## config.mk

```make
export PLATFORM = sky130hd
export DESIGN_NAME = adc_average_to_millivolts
export DESIGN_NICKNAME = d
export VERILOG_FILES = /design/src/sv/aam_pkg.sv /design/src/sv/adc_average_to_millivolts.sv /design/src/sv/aam_accum.sv /design/src/sv/aam_div.sv
export VERILOG_INCLUDE_DIRS = /design/src /design/src/sv
export SDC_FILE = /design/constraint.sdc
export NUM_CORES = 1
export LEC_CHECK = 0
export CORE_ASPECT_RATIO = 2
export CORE_MARGIN = 5
export CORE_UTILIZATION = 60
export DETAILED_ROUTE_END_ITERATION = 8
export DONT_BUFFER_PORTS = 1
export GPL_ROUTABILITY_DRIVEN = 0
export PLACE_DENSITY = 0.76
export REMOVE_ABC_BUFFERS = 1
export SLEW_MARGIN = 20
export SYNTH_ARGS = -nofsm -noshare
export SYNTH_HDL_FRONTEND = slang
export SYNTH_HIERARCHICAL = 1
export SYNTH_SLANG_ARGS = --single-unit
export TNS_END_PERCENT = 30
```

## constraint.sdc

```tcl
create_clock -name clk -period 7.3 [get_ports clk]
set_input_delay 1.095 -clock clk [delete_from_list [all_inputs] [get_ports clk]]
set_output_delay 1.095 -clock clk [all_outputs]
set_load 0.01 [all_outputs]
```

## src/sv/adc_average_to_millivolts_macros.svh

```systemverilog
// Assertion helpers shared by the RTL files of the averaging block.
// In synthesis builds the macros expand to nothing.
`ifndef ADC_AVERAGE_TO_MILLIVOLTS_MACROS_SVH
`define ADC_AVERAGE_TO_MILLIVOLTS_MACROS_SVH

`ifndef SYNTHESIS
`define AAM_ASSERT_IMP(name, clk, rst_n, ante, cons, msg) \
	name: assert property (@(posedge clk) disable iff (!rst_n) (ante) |-> (cons)) \
		else $error(msg);
`define AAM_ASSERT_NXT(name, clk, rst_n, ante, cons, msg) \
	name: assert property (@(posedge clk) disable iff (!rst_n) (ante) |=> (cons)) \
		else $error(msg);
`else
`define AAM_ASSERT_IMP(name, clk, rst_n, ante, cons, msg)
`define AAM_ASSERT_NXT(name, clk, rst_n, ante, cons, msg)
`endif

`endif

```

## src/sv/aam_pkg.sv

```systemverilog
`default_nettype none

package aam_pkg;

	localparam int CFG_IDX_W   = 2;
	localparam int CFG_DATA_W  = 13;
	localparam int AVG_SHIFT_W = 3;
	localparam int TOL_W       = 13;
	localparam int MV_W        = 16;
	localparam int MULT_W      = 13;
	localparam int TUSER_OUT_W = 3;

	// Register indexes on the configuration channel.
	localparam logic [CFG_IDX_W-1:0] REG_AVG_SHIFT = 2'd0;
	localparam logic [CFG_IDX_W-1:0] REG_REF_TOL   = 2'd1;

	localparam logic [AVG_SHIFT_W-1:0] AVG_SHIFT_RESET = 3'd4;
	localparam logic [TOL_W-1:0]       TOL_RESET       = 13'd200;

	localparam logic [MULT_W-1:0] REFERENCE_MULT = 13'd5000;
	localparam logic [MV_W-1:0]   REFERENCE_MV   = 16'd5000;
	localparam logic [MV_W-1:0]   MV_LIMIT       = 16'hFFFF;
	localparam int                BANDGAP_MV     = 1100;

	// Channel tracking: ground selects neither input after reset.
	localparam logic [1:0] NO_CHANNEL = 2'd2;

	// Bit positions inside the result tuser.
	localparam int TU_CHANNEL = 0;
	localparam int TU_REF_OK  = 1;
	localparam int TU_SAT     = 2;

	typedef enum logic [1:0] {
		ST_IDLE,
		ST_CALC,
		ST_DIV,
		ST_DONE
	} aam_state_t;

	typedef struct packed {
		logic busy;
		logic done;
	} div_stat_t;

endpackage

`default_nettype wire

```

## src/sv/adc_average_to_millivolts.sv

```systemverilog
// Channel   Direction  Word contents
// s_*       in         tdata: sample; tuser: channel (0 battery, 1 bandgap)
// m_*       out        tdata: millivolts; tuser: result_channel, ref_ok, saturated
// cfg_*     in         cfg_index selects the register, cfg_data holds the value
//
// A sample that does not complete a measurement leaves s_tready high. A completing
// sample holds s_tready low through the calculate, divide and done states while the
// bit-serial divider runs; a zero supply average skips the divider.
// s_tready also stays low while a stalled word still holds the output register.
// Reset clears the sequencer, the sum, the count and the channel memory; the
// first sample after reset is a settling read.
`default_nettype none

`include "adc_average_to_millivolts_macros.svh"

module adc_average_to_millivolts #(
	parameter int SAMPLE_BITS   = 10,
	parameter int MAX_AVG_SHIFT = 7
) (
	input  wire logic                                    clk,
	input  wire logic                                    arst_n,
	input  wire logic                                    s_tvalid,
	output logic                                         s_tready,
	input  wire logic [((SAMPLE_BITS + 7) / 8) * 8 - 1:0] s_tdata,  // [sample]
	input  wire logic                                    s_tuser,  // [channel]
	output logic                                         m_tvalid,
	input  wire logic                                    m_tready,
	output logic [aam_pkg::MV_W-1:0]                     m_tdata,  // [millivolts]
	// [result_channel, ref_ok, saturated]
	output logic [aam_pkg::TUSER_OUT_W-1:0]              m_tuser,
	input  wire logic                                    cfg_valid,
	output logic                                         cfg_ready,
	input  wire logic [aam_pkg::CFG_IDX_W-1:0]           cfg_index,
	input  wire logic [aam_pkg::CFG_DATA_W-1:0]          cfg_data
);

	localparam int SUM_W      = SAMPLE_BITS + MAX_AVG_SHIFT;
	localparam int DIVIDEND_W = SUM_W + aam_pkg::MULT_W;
	localparam logic [SUM_W-1:0] FULL_SCALE = SUM_W'(2 ** SAMPLE_BITS - 1);
	localparam logic [DIVIDEND_W-1:0] SUPPLY_NUM =
		DIVIDEND_W'((2 ** SAMPLE_BITS - 1) * aam_pkg::BANDGAP_MV);

	aam_pkg::aam_state_t state_q, state_nxt;

	logic [aam_pkg::AVG_SHIFT_W-1:0] avg_shift_q;
	logic [aam_pkg::TOL_W-1:0]       tol_q;
	logic                            s_acc;
	logic                            acc_done;
	logic [SUM_W-1:0]                acc_avg;
	logic [SUM_W-1:0]                avg_q;
	logic                            ch_q;
	logic                            avg_zero;
	logic                            div_start;
	logic [DIVIDEND_W-1:0]           dividend;
	logic [SUM_W-1:0]                divisor;
	logic [DIVIDEND_W-1:0]           quotient;
	aam_pkg::div_stat_t              div_stat;
	logic [aam_pkg::MV_W-1:0]        mv_q;
	logic                            sat_q;
	logic [aam_pkg::MV_W-1:0]        diff;
	logic                            ok;
	logic                            out_free;
	logic                            load_out;
	logic                            m_tvalid_q;
	logic [aam_pkg::MV_W-1:0]        m_tdata_q;
	logic [aam_pkg::TUSER_OUT_W-1:0] m_tuser_q;

	assign cfg_ready = 1'b1;

	always_ff @(posedge clk or negedge arst_n) begin
		if (!arst_n) begin
			avg_shift_q <= aam_pkg::AVG_SHIFT_RESET;
			tol_q       <= aam_pkg::TOL_RESET;
		end else if (cfg_valid) begin
			unique case (cfg_index)
				aam_pkg::REG_AVG_SHIFT: avg_shift_q <= cfg_data[aam_pkg::AVG_SHIFT_W-1:0];
				aam_pkg::REG_REF_TOL:   tol_q       <= cfg_data[aam_pkg::TOL_W-1:0];
				default: ;
			endcase
		end
	end

	assign s_acc = s_tvalid && s_tready;

	aam_accum #(
		.SAMPLE_BITS  (SAMPLE_BITS),
		.MAX_AVG_SHIFT(MAX_AVG_SHIFT)
	) u_accum (
		.clk      (clk),
		.arst_n   (arst_n),
		.accept   (s_acc),
		.sample   (s_tdata[SAMPLE_BITS-1:0]),
		.channel  (s_tuser),
		.avg_shift(avg_shift_q),
		.done     (acc_done),
		.avg      (acc_avg)
	);

	always_ff @(posedge clk) begin
		if (s_acc && acc_done) begin
			avg_q <= acc_avg;
			ch_q  <= s_tuser;
		end
	end

	assign avg_zero = (avg_q == '0);

	// Battery: avg * 5000 / full scale. Supply: full scale * 1100 / avg.
	always_comb begin
		if (ch_q) begin
			dividend = SUPPLY_NUM;
			divisor  = avg_q;
		end else begin
			dividend = DIVIDEND_W'(avg_q) * DIVIDEND_W'(aam_pkg::REFERENCE_MULT);
			divisor  = FULL_SCALE;
		end
	end

	aam_div #(
		.N_W(DIVIDEND_W),
		.D_W(SUM_W)
	) u_div (
		.clk     (clk),
		.arst_n  (arst_n),
		.start   (div_start),
		.dividend(dividend),
		.divisor (divisor),
		.quotient(quotient),
		.stat    (div_stat)
	);

	assign out_free = !m_tvalid_q || m_tready;

	always_comb begin
		state_nxt = state_q;
		unique case (state_q)
			aam_pkg::ST_IDLE: if (s_acc && acc_done) state_nxt = aam_pkg::ST_CALC;
			aam_pkg::ST_CALC: state_nxt = (ch_q && avg_zero) ? aam_pkg::ST_DONE : aam_pkg::ST_DIV;
			aam_pkg::ST_DIV:  if (div_stat.done) state_nxt = aam_pkg::ST_DONE;
			aam_pkg::ST_DONE: if (out_free) state_nxt = aam_pkg::ST_IDLE;
			default:          state_nxt = aam_pkg::ST_IDLE;
		endcase
	end

	always_comb begin
		s_tready  = 1'b0;
		div_start = 1'b0;
		load_out  = 1'b0;
		unique case (state_q)
			aam_pkg::ST_IDLE: s_tready = 1'b1;
			aam_pkg::ST_CALC: div_start = !(ch_q && avg_zero);
			aam_pkg::ST_DIV:  ;
			aam_pkg::ST_DONE: load_out = out_free;
			default:          ;
		endcase
	end

	always_ff @(posedge clk or negedge arst_n) begin
		if (!arst_n) begin
			state_q <= aam_pkg::ST_IDLE;
		end else begin
			state_q <= state_nxt;
		end
	end

	always_ff @(posedge clk) begin
		if (state_q == aam_pkg::ST_CALC && ch_q && avg_zero) begin
			mv_q  <= aam_pkg::MV_LIMIT;
			sat_q <= 1'b1;
		end else if (state_q == aam_pkg::ST_DIV && div_stat.done) begin
			if (|quotient[DIVIDEND_W-1:aam_pkg::MV_W]) begin
				mv_q  <= aam_pkg::MV_LIMIT;
				sat_q <= 1'b1;
			end else begin
				mv_q  <= quotient[aam_pkg::MV_W-1:0];
				sat_q <= 1'b0;
			end
		end
	end

	// A saturated word is far outside any 13-bit tolerance, so it is never ok.
	always_comb begin
		diff = (mv_q >= aam_pkg::REFERENCE_MV) ? (mv_q - aam_pkg::REFERENCE_MV)
			: (aam_pkg::REFERENCE_MV - mv_q);
		ok   = ch_q && (diff < aam_pkg::MV_W'(tol_q));
	end

	always_ff @(posedge clk or negedge arst_n) begin
		if (!arst_n) begin
			m_tvalid_q <= 1'b0;
		end else if (load_out) begin
			m_tvalid_q <= 1'b1;
		end else if (m_tready) begin
			m_tvalid_q <= 1'b0;
		end
	end

	always_ff @(posedge clk) begin
		if (load_out) begin
			m_tdata_q                      <= mv_q;
			m_tuser_q[aam_pkg::TU_CHANNEL] <= ch_q;
			m_tuser_q[aam_pkg::TU_REF_OK]  <= ok;
			m_tuser_q[aam_pkg::TU_SAT]     <= sat_q;
		end
	end

	assign m_tvalid = m_tvalid_q;
	assign m_tdata  = m_tdata_q;
	assign m_tuser  = m_tuser_q;

	`AAM_ASSERT_IMP(a_div_done_in_div, clk, arst_n, div_stat.done,
		state_q == aam_pkg::ST_DIV, "divider finished outside the divide state")
	`AAM_ASSERT_IMP(a_ok_only_supply, clk, arst_n,
		m_tvalid && m_tuser[aam_pkg::TU_REF_OK],
		m_tuser[aam_pkg::TU_CHANNEL] && !m_tuser[aam_pkg::TU_SAT],
		"ref_ok on a battery or saturated word")
	`AAM_ASSERT_IMP(a_busy_not_ready, clk, arst_n, div_stat.busy, !s_tready,
		"sample accepted while the divider runs")

endmodule

`default_nettype wire

```

## src/sv/aam_accum.sv

```systemverilog
`default_nettype none

module aam_accum #(
	parameter int SAMPLE_BITS   = 10,
	parameter int MAX_AVG_SHIFT = 7
) (
	input  wire logic                                     clk,
	input  wire logic                                     arst_n,
	input  wire logic                                     accept,
	input  wire logic [SAMPLE_BITS-1:0]                   sample,
	input  wire logic                                     channel,
	input  wire logic [aam_pkg::AVG_SHIFT_W-1:0]          avg_shift,
	output logic                                          done,
	output logic [SAMPLE_BITS+MAX_AVG_SHIFT-1:0]          avg
);

	localparam int SUM_W = SAMPLE_BITS + MAX_AVG_SHIFT;
	localparam int CNT_W = MAX_AVG_SHIFT + 1;

	logic [1:0]                        last_ch_q;
	logic [SUM_W-1:0]                  sum_q;
	logic [CNT_W-1:0]                  cnt_q;
	logic [aam_pkg::AVG_SHIFT_W-1:0]   shift_eff;
	logic                              match;
	logic [SUM_W-1:0]                  sum_add;
	logic [CNT_W-1:0]                  cnt_add;
	logic [CNT_W-1:0]                  thresh;
	logic                              full;

	always_comb begin
		shift_eff = (avg_shift > aam_pkg::AVG_SHIFT_W'(MAX_AVG_SHIFT))
			? aam_pkg::AVG_SHIFT_W'(MAX_AVG_SHIFT) : avg_shift;
		match   = ({1'b0, channel} == last_ch_q);
		sum_add = sum_q + SUM_W'(sample);
		cnt_add = cnt_q + CNT_W'(1);
		thresh  = CNT_W'(1) << shift_eff;
		// A shift lowered mid-measurement makes the count overshoot; >= catches it.
		full    = (cnt_add >= thresh);
		done    = accept && match && full;
		avg     = sum_add >> shift_eff;
	end

	always_ff @(posedge clk or negedge arst_n) begin
		if (!arst_n) begin
			last_ch_q <= aam_pkg::NO_CHANNEL;
			sum_q     <= '0;
			cnt_q     <= '0;
		end else if (accept) begin
			if (!match) begin
				// Settling read after a channel switch: restart the measurement.
				last_ch_q <= {1'b0, channel};
				sum_q     <= '0;
				cnt_q     <= '0;
			end else if (full) begin
				sum_q <= '0;
				cnt_q <= '0;
			end else begin
				sum_q <= sum_add;
				cnt_q <= cnt_add;
			end
		end
	end

endmodule

`default_nettype wire

```

## src/sv/aam_div.sv

```systemverilog
`default_nettype none

`include "adc_average_to_millivolts_macros.svh"

module aam_div #(
	parameter int N_W = 30,
	parameter int D_W = 17
) (
	input  wire logic               clk,
	input  wire logic               arst_n,
	input  wire logic               start,
	input  wire logic [N_W-1:0]     dividend,
	input  wire logic [D_W-1:0]     divisor,
	output logic [N_W-1:0]          quotient,
	output aam_pkg::div_stat_t      stat
);

	localparam int CNT_W = $clog2(N_W);

	logic [D_W-1:0]   rem_q;
	logic [N_W-1:0]   quo_q;
	logic [D_W-1:0]   div_q;
	logic [CNT_W-1:0] cnt_q;
	logic             busy_q;
	logic             done_q;
	logic [D_W:0]     shifted;
	logic [D_W:0]     trial;
	logic             ge;

	// One restoring step per cycle: one quotient bit from the dividend MSB down.
	always_comb begin
		shifted = {rem_q, quo_q[N_W-1]};
		trial   = shifted - {1'b0, div_q};
		ge      = (shifted >= {1'b0, div_q});
	end

	always_ff @(posedge clk or negedge arst_n) begin
		if (!arst_n) begin
			busy_q <= 1'b0;
			done_q <= 1'b0;
			cnt_q  <= '0;
		end else begin
			done_q <= 1'b0;
			if (start) begin
				busy_q <= 1'b1;
				cnt_q  <= '0;
			end else if (busy_q) begin
				cnt_q <= cnt_q + CNT_W'(1);
				if (cnt_q == CNT_W'(N_W - 1)) begin
					busy_q <= 1'b0;
					done_q <= 1'b1;
				end
			end
		end
	end

	always_ff @(posedge clk) begin
		if (start) begin
			rem_q <= '0;
			quo_q <= dividend;
			div_q <= divisor;
		end else if (busy_q) begin
			rem_q <= ge ? trial[D_W-1:0] : shifted[D_W-1:0];
			quo_q <= {quo_q[N_W-2:0], ge};
		end
	end

	assign quotient  = quo_q;
	assign stat.busy = busy_q;
	assign stat.done = done_q;

	`AAM_ASSERT_IMP(a_start_when_free, clk, arst_n, start, !busy_q, "divider started while busy")
	`AAM_ASSERT_NXT(a_done_ends_busy, clk, arst_n, done_q, !busy_q && !done_q, "divider done is not a single-cycle end of a run")

endmodule

`default_nettype wire
```

# Word-level counts from Yosys, hierarchy flattened
# Cells that the tools add are included.
# word_totals
reg_bits	171
out_inout_bits	22
input_bits	37
# op_classes
reduce_logical	22
addsub	6
muxes	30
shifts	2
magnitude_cmp	5
n_eq_ne	9
bitwise_logic	1
multipliers	1
# ops
operator	count
$mux 30	3
$mux 17	3
$mux 16	2
$mul 17x10->27 const B	1
$ge 18x17->1	1
$add 17x10->17	1
$logic_not 17->1	1
$shr 17x3->17	1
$sub 17x17->17	1
$ge 16x13->1 const B	1
$lt 16x13->1	1
$mux 8	2
$sub 13x16->16 const A	1
$sub 16x13->16 const B	1
$reduce_or 14->1	1
$mux 1	13
$mux 5	2
$logic_and 1x1->1	9
$add 8x1->8 const B	1
$ge 8x8->1	1
$pmux 2 s4	1
$shl 1x3->8 const A	1
$mux 2	3
$reduce_and 2->1	3
15 further kinds	21

# Depth between registers and ports, before layout
# Gate-level depths: netlist (run 1).
# depth
depth_word	8
depth_mapped	20

# Hierarchy
# Netlist (run 1), hierarchy kept.
# by_module_without_submodules
module	cells_per_inst	seq_area_each_um2	area_per_inst_um2	instances
adc_average_to_millivolts	700	1931.9	6607.6	1
aam_div	331	1926.8	3802.4	1
aam_accum	314	676.9	2790.2	1

# Worst setup path after synthesis (run 1)
# Ideal clock, no wire load.
# synth_timing
path_kind	reg-to-reg
from	register avg_q[8]
to	register u_div.quo_q[28], in the netlist u_div/quotient[28] (data pin)
path_slack_ps	2435
t_arrival_ps	4606
n_path_buf	1
setup_time_ps	260
t_required_ps	7040
period_less_slack_ps	4865
stages_incl_launch_ff	19
cell_sequence	edfxtp_1 -> inv_1 -> fa_1 -> inv_1 -> ha_1 -> fa_1 -> ha_1 -> inv_1 -> fa_1 -> inv_1 -> ha_1 -> buf_2 -> a21oi_2 -> o22ai_1 -> nor4_2 -> a21oi_2 -> a221oi_2 -> mux2_1 -> mux2_2
# synth_between
elab_cells_between_ends	7
# synth_lines
item	line_no	text
start: declaration	adc_average_to_millivolts.sv:50	logic [SUM_W-1:0] avg_q;
start signal: assignment	adc_average_to_millivolts.sv:101	avg_q <= acc_avg;
$mul 17x10->27	adc_average_to_millivolts.sv:114	dividend = DIVIDEND_W'(avg_q) * DIVIDEND_W'(aam_pkg::REFERENCE_MULT);
$mux 30	adc_average_to_millivolts.sv:110	if (ch_q) begin
named net dividend[28]	adc_average_to_millivolts.sv:54	logic [DIVIDEND_W-1:0] dividend;
$mux 30	aam_div.sv:58	if (start) begin
end signal: assignment	aam_div.sv:60	quo_q <= dividend;
end signal: assignment	aam_div.sv:64	quo_q <= {quo_q[N_W-2:0], ge};
end: declaration	aam_div.sv:21	logic [N_W-1:0] quo_q;
# The timed path passes the listed nets, and every way through them passes these cells.
# A chain may end at the register's enable or synchronous reset.

# Final worst setup path (run 1)
# layout_timing
from	register avg_q[6]
to	register u_div.quo_q[29], in the netlist u_div/quotient[29] (data pin)
# Same word-level chain as after synthesis.

==> impl_results.md, run 1 <==
* Commonest cells after routing, fill and taps aside: inv_1, ha_1, nand2_1
* Hpwl dp at 23530 um
* Period minus WS final at roughly 5.6 ns
* WL met2 at about 17000 um
* # IOs at 59
* Chip width at about 110 um
* First-pass GRT wire length at roughly 49000 um
* 1st-iter DRT viols at 490
* Worst R2R Path Depth at 19
* CP arrival at slightly below 6 ns
* Core area at around 0.022 sq mm
* Nets at ~1500
* CTS buffer count at 17
* Worst R2R Setup Slack at between 1.5 and 2 ns
* Vias in the first global route at about 10000
* Uppermost layer routed: met4
* Total number of vias at between 9000 and 10000
* CTS sink cnt at ~170
* Fmax at between 150 and 200 MHz
* CP endpoint kind: flip-flop
* Syn-to-layout area delta at 5.520%
* DRT Wirelength at between 20000 and 30000 um
* RSZ-0062 raised after global routing: false
* Largest net degree at the start of global routing at between 50 and 60
* Switching Share at approximately two fifths
* Placed inst area at between 0.01 and 0.015 sq mm
* Final slew viol count at 0
* Setup CP Type: flip-flop to flip-flop
* Final setup viols at 0
* H-tree depth at 4
* Hold buffer count at CTS at 0
* Relative slew slack at ~30%
* Worst clock skew at between 0.01 and 0.015 ns
* Final period util at 76.34%
* CTS clk-pin slew, worst paths at approximately 0.07 ns
* Synth Cell Area at between 0.01 and 0.015 sq mm
* # Post-CTS Setup Buffers at 0
* Most common cell after layout, fill and taps aside: inv_1
* IO Port Bufs at 0
* TNS Setup at 0 ns
* Pre-antenna DRT Iters at 5
* Synth Instances at between 1000 and 1500
* Clk pwr share at around a fifth
* DIE AREA at roughly 0.025 sq mm
* Cts repair resizes at 0
* Initial antenna violation count at 0
* Cell area power density at 321.6 mW/mm^2
* Leakage at 6.346 nW
* Maximum vdd drop at approximately 200 uV
* Avg Inst Size Synth at just under 10 sq um
* Post-Route M1 WL at a little over 10000 um
* Max-Cap Viols at 0
* CTS tree: yes
* Rows at between 70 and 80
* Clock Latency Late Sink at between 0.4 and 0.5 ns
* Status: finished, final reports clean
* Reg-to-Reg End: u_div/quotient[29]$_DFFE_PP_
* Max Fanout on Critical Path at 6
* Die height at between 200 and 250 um
* Diode count at 0
* CTS max path bufs at 2
* Switching power at approximately 1.8 mW
* Post-route ant nets at 0
* Root Buffer: clkbuf_16
* CP Data Required Time at roughly 7.5 ns
* Combinational Power Share at around 45%
* Worst-margin pin slew at around 1.1 ns
* Wire per inst at 18.60 um
* Hold Crit Class: primary input to async pin
* Initial Util at ~60%
* GRT Overall Usage at 24.71%
* Worst flop-to-flop path startpoint: avg_q[6]$_DFFE_PP_
* Sequential share of power at between 30% and 40%
* GRT overflow at 0
* Internal power at 2.718 mW
* Startpoint types: flip-flop
* Synth Warn # at 6
* Final Cell Area at roughly 0.014 sq mm
* Final core utilization at ~64%
* Fraction of layout cells with a size suffix above 1 at 10.41%
* Final Hold Violating Endpoints at 0
* DR WL met3 at 876 um
* Via/cell ratio at between 6 and 7
* DRC viols at 0
[worst max path at each step]
stage / slack (ns) / endpoint / cells after the start / from
floorplan: 1.86 / u_div/quotient[0]$_DFFE_PP_ / 5 / ch_q$_DFFE_PP_
global placement: 2.01 / u_div/quotient[29]$_DFFE_PP_ / 19 / avg_q[6]$_DFFE_PP_
detailed placement: 1.85 / u_div/quotient[29]$_DFFE_PP_ / 19 / avg_q[6]$_DFFE_PP_
CTS: 1.81 / u_div/quotient[29]$_DFFE_PP_ / 19 / avg_q[6]$_DFFE_PP_
global route: 1.52 / u_div/quotient[29]$_DFFE_PP_ / 19 / avg_q[6]$_DFFE_PP_
finish: 1.73 / u_div/quotient[29]$_DFFE_PP_ / 19 / avg_q[6]$_DFFE_PP_
[power groups by stage]
stage / combinational (mW) / clock [mW] / sequential (mW)
after global placement: 1.92 / 0 / 1.54
final: 2.02 / 0.932 / 1.53
after global routing: 2.24 / 0.990 / 1.56
after floorplan: 1.59 / 0 / 1.48
after CTS: 2.00 / 0.952 / 1.53
after detailed placement: 1.99 / 0 / 1.55
[through the flow]
step | total power [mW] | hold slack [ns] | cells | worst slack (ns)
2_1_floorplan | 3.069 | 0.4081 | 1297 | 1.855
3_3_place_gp | 3.466 | 0.4184 | 1576 | 2.009
3_5_place_dp | 3.541 | 0.4197 | 1576 | 1.848
4_1_cts | 4.488 | 0.3034 | 1608 | 1.810
5_1_grt | 4.785 | 0.3003 | 1608 | 1.523
6_report | 4.477 | 0.3263 | 1608 | 1.727
[routing by layer]
layer  track usage [%]  vias up
met5                 0        -
met4             17.04        0
met3             4.122      115
met2             46.81      253
met1             23.30     4724
li1                  -     4715
[worst max-delay path, cell delays in order, from the launching register on]
cell      delay, ns
edfxtp_1       0.50
inv_1          0.21
fa_1           0.52
inv_1          0.05
ha_1           0.26
inv_1          0.05
fa_1           0.53
inv_1          0.05
ha_1           0.27
inv_1          0.05
fa_1           0.50
inv_1          0.04
ha_1           0.40
o21ai_0        0.13
a21boi_0       0.36
a41oi_2        0.33
nor4_1         0.37
a211oi_1       0.11
mux2_1         0.34
mux2_2         0.27
[flip-flops by register name (all words and copies together) (netlist names), 5 cells and up]
name,cells
u_div/quotient,30
u_accum/sum_q,17
mv_q,16
u_div/rem_q,17
u_div/cnt_q,5
avg_q,17
u_accum/cnt_q,8
u_div/div_q,17
tol_q,13
m_tdata,16
[layout make-up]
type / count / area (sq um)
multi-input combinational: 961 / 7777
fill: 1733 / 7665
sequential: 171 / 4536
inverter: 165 / 619.3
clock buffer: 19 / 454.2
tap: 273 / 341.6
clock inverter: 13 / 147.6
timing repair buffer: 6 / 45.04
(Power assumes the default switching activity.)
==> inputs of run 2 (changes only) <==
--- a/config.mk
+++ b/config.mk
@@ -6,6 +6,7 @@
 export SDC_FILE = /design/constraint.sdc
 export NUM_CORES = 1
 export LEC_CHECK = 0
+export ABC_AREA = 1
 export CORE_ASPECT_RATIO = 2
 export CORE_MARGIN = 5
 export CORE_UTILIZATION = 60
==> constraint.sdc (replaced) <==
create_clock -name clk -period 5.42 [get_ports clk]
set_input_delay 0.813 -clock clk [delete_from_list [all_inputs] [get_ports clk]]
set_output_delay 0.813 -clock clk [all_outputs]
set_load 0.01 [all_outputs]
==> run 2 against run 1 <==
Utilization grew 0.068 points. Critical path depth grew 2. Clock-buffer cell count is 1 higher. Via count up 24%. Worst setup slack got worse by 1.2 ns. Total power is 34% lower. Flip-flop and latch count did not move. First-iteration DRC count up 33%. Non-clock buffer count rose by 2. Combinational power fell by 87%. Sequential share of layout area shrank 1.7 points. Hold slack got worse by 0.27 ns. Critical path type unchanged. Largest power group is now registers.
==> impl_results.md, run 2 <==
* Final Hold Violating Endpoints at 0
* Max-Cap Viols at 0
* Post-route ant nets at 0
* Root Buffer: clkbuf_16
* # IOs at 59
* Most common cell after layout, fill and taps aside: nand2_1
* Combinational Power Share at 8.9%
* Chip width at 117.6 um
* Switching power at between 0.7 and 0.8 mW
* Relative slew slack at roughly two fifths
* CP peak stage delay at between 0.4 and 0.5 ns
* Final period util at between 80% and 90%
* CP arrival at 5.05 ns
* Final slew viol count at 0
* Clk pwr share at a little over two fifths
* GRT Overall Usage at around a quarter
* CTS buffer count at 17
* Tightest hold margin at between 0.05 and 0.06 ns
* CTS tree: yes
* Slowest stage cell, crit path: fa_1
* TNS Setup at 0 ns
* Sequential share of power at between 40 and 50%
* First-pass GRT wire length at between 50000 and 60000 um
* IO Port Bufs at 0
* Startpoint types: flip-flop
* Hpwl dp at 27030 um
* Fraction of layout cells with a size suffix above 1 at about 4.9%
* CP endpoint kind: flip-flop
* Nets at 2076
* Die height at about 230 um
* 1st-iter DRT viols at around 650
* GRT overflow at 0
* Most used routing layer: met2
* Vias in the first global route at ~12000
* Worst clock skew at between 0.008 and 0.009 ns
* Commonest cells after routing, fill and taps aside: nand2_1, inv_1, nand3_1
* Syn-to-layout area delta at 5.617%
* Hold Crit Class: primary input to async pin
* Initial Util at 61.13%
* Clock Latency Late Sink at 0.45 ns
* Avg Inst Size Synth at ~7.4 sq um
* Met2 Use GR at 50.18%
* Internal power at roughly 2.2 mW
* Core area at about 0.023 sq mm
* Fmax at 205.9 MHz
* H-tree depth at 4
* Final-layout fill cell count at around 2000
* CTS max path bufs at 2
* Placed cell count at between 2000 and 2500
* Largest register FFs at 30
* Final setup viols at 0
* Cts repair resizes at 0
* Worst R2R Path Depth at 21
* Synth Instances at about 1900
* CP Cell Sequence: inv_1, fa_1, inv_1, ha_1, fa_1, ha_1, inv_1, fa_1, inv_1, ha_1, nand2_1, inv_1, nand2_1, nor3_1, nand4_1, nand3_1, nand2_1, nand2_1, nor2_1, nand2_1, nand2_1
* Synth Warn # at 6
* DRC viols at 0
* Non-filler cells, final at about 2200
* Synth Cell Area at between 0.01 and 0.015 sq mm
* Leakage at ~7.7 nW
* CTS sink cnt at between 150 and 200
* CTS clk-pin slew, worst paths at 0.07 ns
* Pre-antenna DRT Iters at 6
* # Post-CTS Setup Buffers at 0
* Wire per inst at ~16 um
* Period minus WS final at 4.856 ns
* Cell mode on critical path: nand2_1
* Worst flop-to-flop path startpoint: avg_q[11]$_DFFE_PP_
* DIE AREA at roughly 0.026 sq mm
* Met1 Use GR at between 20% and 30%
* RSZ-0062 raised after global routing: false
* Maximum vdd drop at 244.0 uV
* Via/cell ratio at about 5.6
* Met3 global-route usage at 3.366%
* Initial antenna violation count at 0
* Reg-to-Reg End: u_div/quotient[26]$_DFFE_PP_
* Worst-margin pin slew at ~0.92 ns
* CP Data Required Time at 5.62 ns
* Switching Share at a little over a quarter
* Hold buffer count at CTS at 0
* Power Total at 2.964 mW
* Max Fanout on Critical Path at 5
* Rows at 78
* Final core utilization at roughly 65%
* Setup CP Type: flip-flop to flip-flop
* Diode count at 0
* Status: finished, final reports clean
* Cell area power density at approximately 200 mW/mm^2
* Total number of vias at ~12000
* Worst R2R Setup Slack at between 0.5 and 0.6 ns
* DRT Wirelength at 34130 um
* Largest net degree at the start of global routing at 54
-- run 2: per-layer routing --
metal	routed length (um)	share of wire, %	vias up
met5	0	0	-
met4	2402	7.0	0
met3	1187	3.5	160
met2	19030	56	381
met1	11520	34	5635
li1	-	-	5979
-- run 2: power groups by stage --
stage,clock network [mW],logic (mW),registers [mW]
after detailed placement,0,0.257,1.44
after floorplan,0,0.197,1.43
after CTS,1.31,0.260,1.41
final,1.29,0.263,1.41
after global routing,1.36,0.303,1.42
after global placement,0,0.247,1.44
-- run 2: worst max-delay path by stage --
stage	to	slack, ns	depth (start not counted)	startpoint
after detailed placement	u_div/quotient[26]$_DFFE_PP_	0.67	21	avg_q[11]$_DFFE_PP_
after CTS	u_div/quotient[26]$_DFFE_PP_	0.66	21	avg_q[11]$_DFFE_PP_
after global placement	u_div/quotient[26]$_DFFE_PP_	0.69	21	avg_q[8]$_DFFE_PP_
final	u_div/quotient[26]$_DFFE_PP_	0.56	21	avg_q[11]$_DFFE_PP_
after floorplan	u_div/quotient[24]$_DFFE_PP_	1.22	20	avg_q[10]$_DFFE_PP_
after global routing	u_div/quotient[26]$_DFFE_PP_	0.23	21	avg_q[11]$_DFFE_PP_
-- run 2: worst max-delay path, delay by kind of cell, from the launching register on --
| family | cells | cell delay [ns] |
|---|---|---|
| buffers and inverters | 5 | 0.56 |
| adders and majority gates | 6 | 2.35 |
| and+or+nand+nor | 10 | 1.25 |
| DFF | 1 | 0.44 |
-- run 2: area by class of cell --
type | instances | area, sq um | share of cell area, %
multi-input combinational | 1326 | 7843 | 53.42
sequential | 171 | 4536 | 30.90
inverter | 337 | 1265 | 8.617
clock buffer | 20 | 479.2 | 3.264
tap | 280 | 350.3 | 2.386
clock inverter | 12 | 147.6 | 1.006
timing repair buffer | 8 | 60.06 | 0.4091
-- run 2: per-stage QoR --
stage | area, sq um | setup WS (ns)
2_1_floorplan | 13640 | 1.220
5_1_grt | 14680 | 0.2279
4_1_cts | 14680 | 0.6553
3_5_place_dp | 14050 | 0.6653
3_3_place_gp | 14050 | 0.6889
6_report | 14680 | 0.5642
==> inputs of run 3 (changes only) <==
==> constraint.sdc (replaced) <==
create_clock -name clk -period 6.1 [get_ports clk]
set_input_delay 0.915 -clock clk [delete_from_list [all_inputs] [get_ports clk]]
set_output_delay 0.915 -clock clk [all_outputs]
set_load 0.01 [all_outputs]
==> run 3 against run 2 <==
Worst setup slack better by 0.58 ns. First-iteration DRC count grew 8.6%. Largest cell class unchanged. Die area stayed put. Sequential share of layout area about the same. Clock power is 10% lower. Total power fell by 11%. Non-clock buffer count is 1 higher. Register-to-register slack better by 0.58 ns. Global-route usage grew 0.18 points.
==> impl_results.md, run 3 (same netlist as run 2, synthesis figures left out) <==
* Status: finished, final reports clean
* Total number of vias at 12150
* Wire per inst at 15.89 um
* Chip width at between 100 and 150 um
* Final-layout fill cell count at 1996
* RSZ-0062 raised after global routing: false
* DRT Wirelength at between 30000 and 40000 um
* Pre-antenna DRT Iters at 7
* Setup CP Type: flip-flop to flip-flop
* Non-filler cells, final at between 2000 and 2500
* Via/cell ratio at approximately 5.6
* Initial Util at roughly three fifths
* Vias in the first global route at around 12000
* 1st-iter DRT viols at slightly above 700
* DIE AREA at 0.02650 sq mm
* GRT Overall Usage at about a quarter
* Startpoint types: flip-flop
* Final period util at 81.28%
* Worst clock skew at ~0.011 ns
* Most common cell after layout, fill and taps aside: nand2_1
* Max Fanout on Critical Path at 5
* CP Data Required Time at between 6 and 7 ns
* DRC viols at 0
* Core area at roughly 0.023 sq mm
* TNS Setup at 0 ns
* Period minus WS final at about 5.0 ns
* CTS tree: yes
* Clock Latency Late Sink at 0.46 ns
* Rows at 78
* IO Port Bufs at 0
* Relative slew slack at approximately a third
* Hpwl dp at between 20000 and 30000 um
* Largest register FFs at 30
* Final slew viol count at 0
* H-tree depth at 4
* Final setup viols at 0
* First-pass GRT wire length at approximately 57000 um
* CTS sink cnt at about 170
* Nets at just over 2000
* Pre-CTS WS at 1.369 ns
* Worst-margin pin slew at ~0.99 ns
* CP peak stage delay at roughly 0.50 ns
* Critical path's top delay family: adder cells
* Cell mode on critical path: nand2_1
* Cell area power density at ~180 mW/mm^2
* Hold Crit Class: primary input to async pin
* Max-Cap Viols at 0
* CP Cell Sequence: inv_1, fa_1, inv_1, ha_1, fa_1, ha_1, inv_1, fa_1, inv_1, ha_1, nand2_1, inv_1, nand2_1, nor3_1, nand4_1, nand3_1, nand2_1, nand2_1, nor2_1, nand2_1, nand2_1
* CTS clk-pin slew, worst paths at 0.07 ns
* Root Buffer: clkbuf_16
* CP arrival at just over 5 ns
* Hold buffer count at CTS at 0
* Cts repair resizes at 0
* Leakage at approximately 7.7 nW
* Placed cell count at around 2100
* # Post-CTS Setup Buffers at 0
* CTS buffer count at 17
* Tightest hold margin at 0.1551 ns
* Final Hold Violating Endpoints at 0
* Die height at 225.3 um
* Maximum vdd drop at 260.4 uV
* CP endpoint kind: flip-flop
* # IOs at 59
* CTS max path bufs at 2
* Initial antenna violation count at 0
* Fmax at ~200 MHz
* Fin worst setup slack at about 1.1 ns
* Number of buffers and inverters on the critical path at 5
* Commonest cells after routing, fill and taps aside: nand2_1, inv_1, nand3_1
* Post-route ant nets at 0
* Largest net degree at the start of global routing at 54
* Slowest stage cell, crit path: fa_1
* Diode count at 0
* Fraction of layout cells with a size suffix above 1 at ~5%
* Syn-to-layout area delta at 5.734%
* GRT overflow at 0
run 3: routing by layer:
metal,vias up,routed length [um],GRT usage (%)
li1,5965,-,-
met2,343,18650,49.89
met4,0,2364,18.30
met1,5684,11930,25.35
met3,154,1297,4.094
met5,-,0,0
run 3: worst paths after layout:
check                                                 start                                to  slack (ns)  cells past startpoint
setup / recovery                        avg_q[11]$_DFFE_PP_      u_div/quotient[26]$_DFFE_PP_        1.14                     21
hold / removal                                       arst_n     u_accum/sum_q[14]$_DFFE_PN0P_        0.16                      0
setup reg to reg                        avg_q[11]$_DFFE_PP_      u_div/quotient[26]$_DFFE_PP_        1.14                     21
hold reg to reg            u_accum/last_ch_q[1]$_DFFE_PN1P_  u_accum/last_ch_q[1]$_DFFE_PN1P_        0.45                      2
max in group asynchronous                            arst_n              tol_q[7]$_DFFE_PN1P_        5.72                      0
min in group clk           u_accum/last_ch_q[1]$_DFFE_PN1P_  u_accum/last_ch_q[1]$_DFFE_PN1P_        0.45                      2
run 3: final cells by class:
type                       instances  area [sq um]  area share [%]
clock buffer                      19         464.2           3.159
inverter                         337          1265           8.607
tap                              280         350.3           2.384
multi-input combinational       1326          7843           53.36
timing repair buffer               9         67.56          0.4597
clock inverter                    13         171.4           1.166
sequential                       171          4536           30.86
run 3: through the flow:
| stage | area (sq um) | util, % | power, mW |
|---|---|---|---|
| 6_report | 14700 | 64.63 | 2.649 |
| 3_3_place_gp | 14060 | 61.84 | 1.498 |
| 4_1_cts | 14700 | 64.63 | 2.667 |
| 3_5_place_dp | 14060 | 61.84 | 1.507 |
| 5_1_grt | 14700 | 64.63 | 2.754 |
| 2_1_floorplan | 13640 | - | 1.446 |
run 3: where the power goes:
| group | leakage, nW | switching, mW | internal [mW] | total, mW |
|---|---|---|---|---|
| sequential | 1.60 | 0.0272 | 1.23 | 1.25 |
| clock | 0.307 | 0.539 | 0.623 | 1.16 |
| combinational | 5.76 | 0.151 | 0.0818 | 0.232 |
